File: src/rtl/core/krdt_pkg.sv
// Shared types, constants and helpers of the keyboard report differ with typematic repeat.
package krdt_pkg;

	localparam int MaxKeys = 6;
	localparam int Slots   = 6;
	localparam int NKey    = (MaxKeys < Slots) ? MaxKeys : Slots;
	localparam int QDepth  = 4;
	localparam int QPtrW   = $clog2(QDepth);
	localparam int QCntW   = $clog2(QDepth + 1);

	localparam logic [7:0] KeyCapsLock = 8'h39;
	localparam int         BitCaps     = 6;
	localparam logic       ActTick     = 1'b1;

	typedef enum logic [1:0] {
		REG_REPEAT_ENABLE = 2'd0,
		REG_INITIAL_DELAY = 2'd1,
		REG_MIN_INTERVAL  = 2'd2
	} reg_idx_t;

	typedef enum logic {
		BK_IDLE,
		BK_PRESS
	} back_state_t;

	typedef struct packed {
		logic       action;
		logic [2:0] key_count;
		logic [7:0] key_0;
		logic [7:0] key_1;
		logic [7:0] key_2;
		logic [7:0] key_3;
		logic [7:0] key_4;
		logic [7:0] key_5;
	} in_item_t;

	typedef struct packed {
		logic [7:0] keycode;
		logic [6:0] modifier_mask;
		logic       caps_led;
		logic       is_repeat;
		logic       last_event;
	} out_item_t;

	typedef struct packed {
		logic       repeat_enable;
		logic [9:0] initial_delay;
		logic [9:0] min_interval;
	} cfg_t;

	// Classified item handed from front to back
	typedef struct packed {
		logic                   is_tick;
		logic [Slots-1:0]       rel_mask;
		logic [Slots-1:0][7:0]  rel_keys;
		logic [6:0]             rel_mods;
		logic [Slots-1:0]       new_mask;
		logic [Slots-1:0][7:0]  new_keys;
	} work_t;

	function automatic logic [6:0] mod_of(input logic [7:0] k);
		logic [6:0] m;
		case (k)
			8'hE1: m = 7'h01;
			8'hE5: m = 7'h02;
			8'hE2: m = 7'h04;
			8'hE6: m = 7'h08;
			8'hE0: m = 7'h10;
			8'hE4: m = 7'h20;
			default: m = 7'h00;
		endcase
		return m;
	endfunction

endpackage

File: src/rtl/core/krdt_front.sv
// Front end: accepts reports and ticks, diffs reports against the held key list.
module krdt_front import krdt_pkg::*; (
	input  logic     clk,
	input  logic     arst_n,
	input  logic     in_valid,
	output logic     in_ready,
	input  in_item_t in_data,
	input  logic     q_full,
	output logic     q_push,
	output work_t    q_data
);

	localparam logic [2:0] NKeyW = 3'(NKey);

	logic [Slots-1:0][7:0] held_q;
	logic [2:0]            held_cnt_q;
	logic [Slots-1:0][7:0] now_keys;
	logic [Slots-1:0]      now_vld;
	logic [Slots-1:0]      held_vld;
	logic [Slots-1:0]      in_now;
	logic [Slots-1:0]      in_held;
	logic [2:0]            cnt;
	logic [6:0]            rel_mods;
	logic                  is_tick;

	assign is_tick  = (in_data.action == ActTick);
	assign in_ready = !q_full;
	assign q_push   = in_valid && !q_full;
	assign cnt      = (in_data.key_count > NKeyW) ? NKeyW : in_data.key_count;

	assign now_keys[0] = in_data.key_0;
	assign now_keys[1] = in_data.key_1;
	assign now_keys[2] = in_data.key_2;
	assign now_keys[3] = in_data.key_3;
	assign now_keys[4] = in_data.key_4;
	assign now_keys[5] = in_data.key_5;

	always_comb begin
		rel_mods = '0;
		for (int i = 0; i < Slots; i++) begin
			now_vld[i]  = (3'(i) < cnt);
			held_vld[i] = (3'(i) < held_cnt_q);
		end
		for (int i = 0; i < Slots; i++) begin
			in_now[i]  = 1'b0;
			in_held[i] = 1'b0;
			for (int j = 0; j < Slots; j++) begin
				if (now_vld[j] && now_keys[j] == held_q[i])
					in_now[i] = 1'b1;
				if (held_vld[j] && held_q[j] == now_keys[i])
					in_held[i] = 1'b1;
			end
		end
		for (int i = 0; i < Slots; i++) begin
			if (held_vld[i] && !in_now[i])
				rel_mods = rel_mods | mod_of(held_q[i]);
		end
	end

	always_comb begin
		q_data          = '0;
		q_data.is_tick  = is_tick;
		q_data.rel_keys = held_q;
		q_data.new_keys = now_keys;
		if (!is_tick) begin
			q_data.rel_mask = held_vld & ~in_now;
			q_data.new_mask = now_vld & ~in_held;
			q_data.rel_mods = rel_mods;
		end
	end

	always_ff @(posedge clk or negedge arst_n) begin
		if (!arst_n) begin
			held_q     <= '0;
			held_cnt_q <= '0;
		end else if (q_push && !is_tick) begin
			for (int i = 0; i < Slots; i++)
				held_q[i] <= now_vld[i] ? now_keys[i] : 8'h00;
			held_cnt_q <= cnt;
		end
	end

endmodule

File: src/rtl/core/krdt_queue.sv
// Short FIFO of classified items between front and back.
module krdt_queue import krdt_pkg::*; (
	input  logic  clk,
	input  logic  arst_n,
	input  logic  push,
	input  work_t push_data,
	output logic  full,
	input  logic  pop,
	output logic  empty,
	output work_t head
);

	work_t             mem [QDepth];
	logic [QPtrW-1:0]  wr_ptr_q;
	logic [QPtrW-1:0]  rd_ptr_q;
	logic [QCntW-1:0]  cnt_q;

	assign full  = (cnt_q == QCntW'(QDepth));
	assign empty = (cnt_q == '0);
	assign head  = mem[rd_ptr_q];

	always_ff @(posedge clk) begin
		if (push)
			mem[wr_ptr_q] <= push_data;
	end

	always_ff @(posedge clk or negedge arst_n) begin
		if (!arst_n) begin
			wr_ptr_q <= '0;
			rd_ptr_q <= '0;
			cnt_q    <= '0;
		end else begin
			if (push)
				wr_ptr_q <= wr_ptr_q + 1'b1;
			if (pop)
				rd_ptr_q <= rd_ptr_q + 1'b1;
			case ({push, pop})
				2'b10: cnt_q <= cnt_q + 1'b1;
				2'b01: cnt_q <= cnt_q - 1'b1;
				default: cnt_q <= cnt_q;
			endcase
		end
	end

`ifndef SYNTH
	a_no_push_full: assert property (@(posedge clk) disable iff (!arst_n)
		push |-> !full) else $error("queue pushed while full");
	a_no_pop_empty: assert property (@(posedge clk) disable iff (!arst_n)
		pop |-> !empty) else $error("queue popped while empty");
`endif

endmodule

File: src/rtl/core/krdt_back.sv
// Back end: modifier and typematic state, emits press and repeat events.
module krdt_back import krdt_pkg::*; (
	input  logic      clk,
	input  logic      arst_n,
	input  cfg_t      cfg,
	input  logic      q_empty,
	input  work_t     head,
	output logic      q_pop,
	output logic      out_valid,
	input  logic      out_ready,
	output out_item_t out_data
);

	back_state_t           st_q, st_d;
	logic [6:0]            mods_q, mods_d;
	logic                  rpt_active_q, rpt_active_d;
	logic [7:0]            rpt_key_q, rpt_key_d;
	logic [9:0]            rpt_period_q, rpt_period_d;
	logic [9:0]            rpt_count_q, rpt_count_d;
	logic [Slots-1:0]      pend_mask_q, pend_mask_d;
	logic [Slots-1:0][7:0] pend_keys_q, pend_keys_d;
	logic                  out_valid_q, out_valid_d;
	out_item_t             out_q, out_d;

	logic                  can_emit;
	logic                  rel_hit;
	logic [Slots-1:0]      sel_oh;
	logic [7:0]            sel_key;
	logic [6:0]            sel_mod;
	logic [11:0]           per_x3;
	logic [9:0]            per_dec;
	logic [9:0]            per_next;
	logic [6:0]            press_mods;

	assign can_emit  = !out_valid_q || out_ready;
	assign out_valid = out_valid_q;
	assign out_data  = out_q;

	assign per_x3   = 12'(rpt_period_q) * 12'd3;
	assign per_dec  = per_x3[11:2];
	assign per_next = (per_dec < cfg.min_interval) ? cfg.min_interval : per_dec;

	// lowest pending press goes first
	assign sel_oh  = pend_mask_q & (~pend_mask_q + Slots'(1));
	assign sel_mod = mod_of(sel_key);
	assign press_mods = (mods_q | sel_mod) ^ ((sel_key == KeyCapsLock) ? 7'h40 : 7'h00);

	always_comb begin
		sel_key = '0;
		rel_hit = 1'b0;
		for (int i = 0; i < Slots; i++) begin
			if (sel_oh[i])
				sel_key = sel_key | pend_keys_q[i];
			if (head.rel_mask[i] && head.rel_keys[i] == rpt_key_q)
				rel_hit = 1'b1;
		end
	end

	always_comb begin
		st_d         = st_q;
		mods_d       = mods_q;
		rpt_active_d = rpt_active_q;
		rpt_key_d    = rpt_key_q;
		rpt_period_d = rpt_period_q;
		rpt_count_d  = rpt_count_q;
		pend_mask_d  = pend_mask_q;
		pend_keys_d  = pend_keys_q;
		out_valid_d  = out_valid_q && !out_ready;
		out_d        = out_q;
		q_pop        = 1'b0;
		case (st_q)
			BK_IDLE: begin
				if (!q_empty && head.is_tick) begin
					if (can_emit) begin
						q_pop = 1'b1;
						if (rpt_active_q && cfg.repeat_enable) begin
							if (rpt_count_q <= 10'd1) begin
								rpt_period_d        = per_next;
								rpt_count_d         = per_next;
								out_valid_d         = 1'b1;
								out_d.keycode       = rpt_key_q;
								out_d.modifier_mask = mods_q;
								out_d.caps_led      = mods_q[BitCaps];
								out_d.is_repeat     = 1'b1;
								out_d.last_event    = 1'b1;
							end else begin
								rpt_count_d = rpt_count_q - 10'd1;
							end
						end
					end
				end else if (!q_empty) begin
					// apply releases, then hold the new presses for stepping
					q_pop       = 1'b1;
					mods_d      = mods_q & ~head.rel_mods;
					if (rpt_active_q && rel_hit)
						rpt_active_d = 1'b0;
					pend_mask_d = head.new_mask;
					pend_keys_d = head.new_keys;
					if (head.new_mask != '0)
						st_d = BK_PRESS;
				end
			end
			BK_PRESS: begin
				if (can_emit) begin
					mods_d      = press_mods;
					pend_mask_d = pend_mask_q & ~sel_oh;
					if (cfg.repeat_enable && sel_mod == 7'h00) begin
						rpt_active_d = 1'b1;
						rpt_key_d    = sel_key;
						rpt_period_d = cfg.initial_delay;
						rpt_count_d  = cfg.initial_delay;
					end
					out_valid_d         = 1'b1;
					out_d.keycode       = sel_key;
					out_d.modifier_mask = press_mods;
					out_d.caps_led      = press_mods[BitCaps];
					out_d.is_repeat     = 1'b0;
					out_d.last_event    = (pend_mask_d == '0);
					if (pend_mask_d == '0)
						st_d = BK_IDLE;
				end
			end
			default: st_d = BK_IDLE;
		endcase
	end

	always_ff @(posedge clk or negedge arst_n) begin
		if (!arst_n) begin
			st_q         <= BK_IDLE;
			mods_q       <= '0;
			rpt_active_q <= 1'b0;
			rpt_key_q    <= '0;
			rpt_period_q <= '0;
			rpt_count_q  <= '0;
			pend_mask_q  <= '0;
			out_valid_q  <= 1'b0;
		end else begin
			st_q         <= st_d;
			mods_q       <= mods_d;
			rpt_active_q <= rpt_active_d;
			rpt_key_q    <= rpt_key_d;
			rpt_period_q <= rpt_period_d;
			rpt_count_q  <= rpt_count_d;
			pend_mask_q  <= pend_mask_d;
			out_valid_q  <= out_valid_d;
		end
	end

	always_ff @(posedge clk) begin
		pend_keys_q <= pend_keys_d;
		out_q       <= out_d;
	end

`ifndef SYNTH
	a_press_step: assert property (@(posedge clk) disable iff (!arst_n)
		(st_q == BK_PRESS && can_emit) |=>
		$countones(pend_mask_q) == $countones($past(pend_mask_q)) - 1)
		else $error("press step did not retire exactly one key");
	a_repeat_last: assert property (@(posedge clk) disable iff (!arst_n)
		(out_valid_q && out_q.is_repeat) |-> out_q.last_event)
		else $error("repeat beat not marked last");
	a_idle_no_pend: assert property (@(posedge clk) disable iff (!arst_n)
		(st_q == BK_IDLE) |-> (pend_mask_q == '0))
		else $error("idle with pending presses");
`endif

endmodule

File: src/rtl/core/keyboard_report_diff_typematic.sv
// Top level: configuration registers, front end, work queue and back end.
//
// Input channel (in_valid/in_ready/in_data) takes one beat per keyboard
// report (action 0) or per millisecond tick (action 1). Output channel
// (out_valid/out_ready/out_data) gives one beat per press or repeat event;
// last_event marks the final beat caused by an input. Inputs that cause no
// event give no beat.
// Config: cfg_wr_en with cfg_index and cfg_wdata writes repeat_enable (0),
// initial_delay (1) or min_interval (2); other indexes are ignored.
// Write only while the block is idle.
// Timing: the front diffs a report against the held keys in the accept
// cycle and queues it. The back pops a tick only when it can emit, a report
// also when stalled, and then steps through the new presses, one event per
// cycle while the output is not stalled. With an empty queue a repeat event
// passes the queue and output registers, a first press also the pending-press
// register. A four-entry queue lets the front keep accepting while the back steps through presses.
// Reset clears held keys, modifiers and repeat state and loads the register
// defaults 1, 250, 50. When out_ready is low the output register holds its
// beat, the back stops at a tick or press and in_ready drops on a full queue.
module keyboard_report_diff_typematic import krdt_pkg::*; (
	input  logic      clk,
	input  logic      arst_n,
	input  logic      in_valid,
	output logic      in_ready,
	input  in_item_t  in_data,
	output logic      out_valid,
	input  logic      out_ready,
	output out_item_t out_data,
	input  logic      cfg_wr_en,
	input  logic [1:0] cfg_index,
	input  logic [9:0] cfg_wdata
);

	cfg_t  cfg_q;
	logic  q_full;
	logic  q_empty;
	logic  q_push;
	logic  q_pop;
	work_t q_in;
	work_t q_head;

	always_ff @(posedge clk or negedge arst_n) begin
		if (!arst_n) begin
			cfg_q.repeat_enable <= 1'b1;
			cfg_q.initial_delay <= 10'd250;
			cfg_q.min_interval  <= 10'd50;
		end else if (cfg_wr_en) begin
			case (reg_idx_t'(cfg_index))
				REG_REPEAT_ENABLE: cfg_q.repeat_enable <= cfg_wdata[0];
				REG_INITIAL_DELAY: cfg_q.initial_delay <= cfg_wdata;
				REG_MIN_INTERVAL:  cfg_q.min_interval  <= cfg_wdata;
				default: cfg_q <= cfg_q;
			endcase
		end
	end

	krdt_front u_front (
		.clk      (clk),
		.arst_n   (arst_n),
		.in_valid (in_valid),
		.in_ready (in_ready),
		.in_data  (in_data),
		.q_full   (q_full),
		.q_push   (q_push),
		.q_data   (q_in)
	);

	krdt_queue u_queue (
		.clk       (clk),
		.arst_n    (arst_n),
		.push      (q_push),
		.push_data (q_in),
		.full      (q_full),
		.pop       (q_pop),
		.empty     (q_empty),
		.head      (q_head)
	);

	krdt_back u_back (
		.clk       (clk),
		.arst_n    (arst_n),
		.cfg       (cfg_q),
		.q_empty   (q_empty),
		.head      (q_head),
		.q_pop     (q_pop),
		.out_valid (out_valid),
		.out_ready (out_ready),
		.out_data  (out_data)
	);

endmodule

File: config.mk
export PLATFORM = sky130hd
export DESIGN_NAME = keyboard_report_diff_typematic
export DESIGN_NICKNAME = d
export VERILOG_FILES = /design/src/rtl/core/krdt_pkg.sv /design/src/rtl/core/krdt_front.sv /design/src/rtl/core/krdt_queue.sv /design/src/rtl/core/krdt_back.sv /design/src/rtl/core/keyboard_report_diff_typematic.sv
export SDC_FILE = /design/constraint.sdc
export NUM_CORES = 1
export LEC_CHECK = 0
export BUFFER_PORTS_ARGS = -buffer_cell sky130_fd_sc_hd__buf_2
export CAP_MARGIN = 5
export CORE_UTILIZATION = 30
export DETAILED_ROUTE_END_ITERATION = 10
export GPL_ROUTABILITY_DRIVEN = 0
export PLACE_DENSITY = 0.5
export SYNTH_ARGS = -nofsm -noshare
export SYNTH_HDL_FRONTEND = slang
export SYNTH_SLANG_ARGS = --single-unit
File: constraint.sdc
create_clock -name clk -period 4.8 [get_ports clk]
set_clock_uncertainty 0.15 [all_clocks]
set_input_delay 0.72 -clock clk [delete_from_list [all_inputs] [get_ports clk]]
set_output_delay 0.72 -clock clk [all_outputs]
set_load 0.01 [all_outputs]
==> results by stage <==
Yosys:
- The portion of netlist area occupied by mux cells is 0.09893.
- The basic-gate share of the synthesized area counting and, or, nand and nor cells is 0.07953.
- The compound-cell area share of the yosys netlist is 0.06238.
- The adder-cell share of the synthesized area is 0.01230.
- The number of flops mapped to enable cells by yosys is 525.
- When the netlist entered floorplanning its net count stood at 2267.
- For this run, the register share of the synthesized area comes to 0.6181.
- Synthesis instantiated 74 different standard cells from the library.
- In this run, synthesis produced a sequential element count of 648.
- Among all flip-flop cells after synthesis, the most frequent one is edfxtp_1.
- The post-synthesis cell area is 30510 um2.
- Synthesis produced 2170 cells.
- In this run the mean area of a mapped cell was 14.06 um2.
- The area share of xor/xnor cells in the synthesized design is 0.1013.
- The Yosys step of the flow raised 0 warnings.
- After synthesis, the largest family of logic cells by area is XOR/XNOR gates.
- After synthesis, the share of flip-flops with an asynchronous set or reset is 0.1898.

Setup path:
- Walking the worst path, the cells encountered are ha_1 > nor2b_1 > o21ai_0 > a21boi_1 > o31ai_1 > a21oi_1 > xnor2_1 > ha_1 > a21o_1 > a21o_1 > a21oi_1 > and2_1 > nand2_1 > a21oi_1 > o21ai_0 > mux2_2.
- The data required time of the worst path is 5140 ps.
- In this design, the critical path's most frequently occurring cell is a21oi_1.
- Data on the critical path arrives at its endpoint at 4770 ps.
- STA classifies the critical path startpoint as a flop.
- The slowest stage of the critical path belongs to the cell dfrtp_1.
- The buffering stage count on the worst path with inverters included is 0.
- The biggest fanout along the worst timing path is 13.
- The worst setup path category is flop to flop.
- Grouping stages by cell kind, the critical path spends the most delay in compound AO/OA/AOI/OAI gates.
- The largest single stage delay on the critical path is 410 ps.
- The kind of capture point of the worst setup path is a flop.

Clock tree:
- The depth of the CTS H-tree is 3.
- In this run the deepest clock path goes through 3 buffers.
- TritonCTS created 72 clock buffers.
- TritonCTS built the clock tree.
- The cell sitting at the root of the clock tree is a clkbuf_16.
- Clock-pin slew was measured on the worst setup and hold paths at 70 ps.
- Post-CTS timing repair inserted 0 buffers for setup.
- The clock latency on the worst-skew pair is 620 ps.
- The number of sinks on the clock net is 648.

Place:
- Timing analysis after detailed placement gives a worst setup slack of 424.9 ps.
- After detailed placement, the total cell area comes to 32450 um2.
- The sum of net half-perimeters after detailed placement is 62.41 mm.
- Buffers placed on the I/O ports in this run total 88.

Die:
- The number of placed I/O pins is 89.
- The cell row count is 116.
- The full die area is 103000 um2.
- The floorplan step set the die width to 320.9 um.
- The die outline height is 320.9 um.
- For this configuration, the core starts out at a cell density of 0.3037.
- The standard cell core area is 100400 um2.

Timing:
- The clock period could shrink to 4424 ps.
- Hold is met by 217.5 ps.
- Dividing the final minimum period by the clock period gives 0.9217.
- For the final routed database, the setup TNS stands at 0 ps.
- Setup violations remaining at the end of the flow were counted as 0.
- The final hold violation count came to 0.
- Setup repair after global routing left no endpoint under its margin.
- The final count of pins violating max slew was 0.
- Derived from the worst setup path, the maximum achievable clock frequency is 226.0 MHz.
- Across all setup checks in the final design, the least slack found is 375.9 ps.
- At the pin with the least slew margin, the transition time is 1229 ps.
- The remaining max-slew budget at the tightest pin is 0.1595.

Drt:
- The uppermost signal routing layer after detailed routing is met5.
- The met2 layer wire length in the routed design is 42.90 mm.
- Dividing the detail-routed wire length by the instance count gives 25.71 um.
- After detailed routing, the number of vias per cell comes to 5.210.
- The number of iterations in the first detailed-routing pass is 5.
- After detailed routing, the number of remaining DRC violations is 0.
- The total vias in the final route is 18870.
- The number of design-rule violations left by the first detailed-router iteration is 1790.
- The count of nets left with antenna violations once routing finished came out at 0.
- After detailed routing, the wire length on met1 is 41.12 mm.
- The total wirelength of the detailed-routed design is 93.11 mm.
- After detailed routing, the met3 layer carries 6.224 mm of wire.

Global routing:
- The global-route wire length before repair is 135.2 mm.
- The initial antenna violation count is 8.
- Entering global routing, the biggest net connects 73 pins.
- The number of global-route vias before repair is 19280.
- The total global routing overflow is 0.
- The overall track demand over capacity in global routing is 0.1802.

Layout:
- The layout has 9734 filler cells.
- The final net count is 2304.
- In the final layout, the share of cells above drive strength 1 is 0.1850.
- After routing the design area is 34790 um2.
- The layout overhead on the synthesized area is 14.06%.
- For this run, the share of the core covered by cells in the final layout is 0.3464.
- The antenna diode instance count is 0.

Hold path:
- In this run the worst hold path is classified as input pin to flop.

Power and ir drop:
- The leakage power total is 0.01183 uW.
- The power per unit of standard cell area is 657.8 nW/um2.
- IR analysis of the VDD net gives a maximum drop of 0.3765 mV.

Flow run:
- Max-cap violations in this run came to 0.

Outcome:
- The run finished with clean final reports.
[final cells by class]
cell class              instances  area (um2)  share of cell area
flip-flops and latches        648       18860              0.5422
multi-input cells            1304       10850              0.3117
clock buffers                 101        2013             0.05786
well taps                    1357        1698             0.04880
repair buffers                136       884.6             0.02542
clock inverters                31       317.8            0.009134
inverters                      45       168.9            0.004855
[worst paths after layout]
path / start / end / slack, ps / cells past startpoint
max: u_back.rpt_period_q[2]$_DFFE_PN0P_ / u_back.rpt_period_q[6]$_DFFE_PN0P_ / 380 / 16
min reg2reg: u_queue.cnt_q[0]$_DFFE_PN0P_ / u_queue.cnt_q[0]$_DFFE_PN0P_ / 350 / 1
min in group asynchronous: arst_n / u_back.rpt_period_q[5]$_DFFE_PN0P_ / 580 / 2
max in group asynchronous: arst_n / u_front.q_data[84]$_DFFE_PN0P_ / 2950 / 3
max reg2reg: u_back.rpt_period_q[2]$_DFFE_PN0P_ / u_back.rpt_period_q[6]$_DFFE_PN0P_ / 380 / 16
min: cfg_wdata[4] / cfg_q[14]$_DFFE_PN1P_ / 220 / 2
[cell usage in the layout (no fill, tap or decap), types with 6 or more instances in the layout]
| cell | count |
|---|---|
| buf_2 | 87 |
| mux2_2 | 36 |
| o22ai_1 | 11 |
| clkbuf_8 | 6 |
| o31ai_1 | 12 |
| nor3_1 | 33 |
| nand3_1 | 51 |
| nor2_1 | 101 |
| nand2b_1 | 8 |
| a211oi_1 | 13 |
| a2bb2oi_1 | 8 |
| a221oi_1 | 11 |
| dfstp_2 | 10 |
| clkinv_1 | 11 |
| buf_4 | 41 |
| clkbuf_16 | 74 |
| nand2_1 | 128 |
| a21oi_1 | 74 |
| ha_1 | 26 |
| edfxtp_1 | 525 |
| o21ai_0 | 48 |
| dfrtp_1 | 110 |
| mux2i_1 | 9 |
| buf_12 | 6 |
| and2_1 | 8 |
| clkbuf_1 | 21 |
| nor4_1 | 49 |
| mux4_2 | 112 |
| a41oi_1 | 6 |
| xor2_1 | 139 |
| a22o_1 | 21 |
| a31oi_1 | 7 |
| a22oi_1 | 9 |
| o211ai_1 | 13 |
| nand4_1 | 61 |
| xnor2_1 | 214 |
| inv_1 | 42 |
| a21o_1 | 8 |
| clkinv_2 | 7 |
[cells by family (layout without fill, tap and decap cells)]
| logic type | count (synthesis) | in the layout |
|---|---|---|
| compound gates | 281 | 281 |
| fa+ha+maj | 29 | 29 |
| mux | 157 | 157 |
| simple gates | 484 | 484 |
| flops | 648 | 648 |
| xor+xnor | 353 | 353 |
| buf+inv | 218 | 313 |
[worst reg2reg max path, cell delays in order (launching register included)]
cell and delay [ps]:
dfrtp_1 410, ha_1 360, nor2b_1 140, o21ai_0 230, a21boi_1 160, o31ai_1 320, a21oi_1 140, xnor2_1 340
ha_1 320, a21o_1 160, a21o_1 170, a21oi_1 180, and2_1 200, nand2_1 300, a21oi_1 320, o21ai_0 120
mux2_2 290
[per-layer routing]
layer,global-route usage,vias to the layer above
met1,0.2475,9776
li1,-,8238
met4,0.05958,8
met2,0.2832,684
met5,0,-
met3,0.03797,163
[flip-flops by register name, summed over array words and instances, names as in the netlist, 3 cells and up]
register,cells
cfg_q,21
u_queue.cnt_q,3
u_back.mods_q,7
u_front.held_cnt_q,3
u_back.rpt_count_q,10
u_back.out_data,17
u_queue.mem,460
u_back.rpt_period_q,10
u_front.q_data,48
u_back.rpt_key_q,8
u_back.pend_keys_q,48
u_back.pend_mask_q,6
[synth_stat cells, types with 7 or more instances]
| cell type | count | area share |
|---|---|---|
| a2bb2oi_1 | 8 | 0.0023 |
| nor4_1 | 49 | 0.010 |
| buf_1 | 32 | 0.0039 |
| edfxtp_1 | 525 | 0.52 |
| a22oi_1 | 9 | 0.0022 |
| and2_1 | 8 | 0.0016 |
| o22ai_1 | 11 | 0.0023 |
| nor3_1 | 34 | 0.0056 |
| dfrtp_1 | 113 | 0.093 |
| xor2_1 | 139 | 0.040 |
| a22o_1 | 21 | 0.0060 |
| o21ai_0 | 48 | 0.0079 |
| o211ai_1 | 13 | 0.0032 |
| nand2_1 | 128 | 0.016 |
| xnor2_1 | 214 | 0.061 |
| o31ai_1 | 12 | 0.0030 |
| a211oi_1 | 13 | 0.0032 |
| nand2b_1 | 8 | 0.0016 |
| a31oi_1 | 7 | 0.0014 |
| a221oi_1 | 11 | 0.0032 |
| a21o_1 | 8 | 0.0020 |
| mux4_2 | 112 | 0.083 |
| ha_1 | 26 | 0.011 |
| clkbuf_1 | 134 | 0.016 |
| nand4_1 | 61 | 0.013 |
| a21oi_1 | 74 | 0.012 |
| inv_1 | 42 | 0.0052 |
| nor2_1 | 102 | 0.013 |
| mux2i_1 | 9 | 0.0030 |
| dfstp_2 | 10 | 0.0086 |
| nand3_1 | 51 | 0.0084 |
| mux2_2 | 36 | 0.013 |
[per-stage QoR]
step | total power, uW | instances
6_report | 22890 | 3622
5_1_grt | 24020 | 3622
4_1_cts | 23060 | 3622
3_5_place_dp | 17520 | 3489
3_3_place_gp | 17360 | 3489
2_1_floorplan | 14500 | 2170
[power breakdown]
part | switching (uW) | internal, uW | total [uW] | leakage, uW
logic | 4590 | 3250 | 7840 | 0.00431
clock network | 2280 | 3220 | 5490 | 0.00113
registers | 1590 | 7960 | 9550 | 0.00639
[timing repair]
action | CTS | global route
gates resized for setup | 0 | 1
setup endpoints to repair | 0 | 3
hold endpoints to repair | 3 | 0
hold buffers | 1 | 0
No activity file was read; power rests on OpenSTA's default activity.
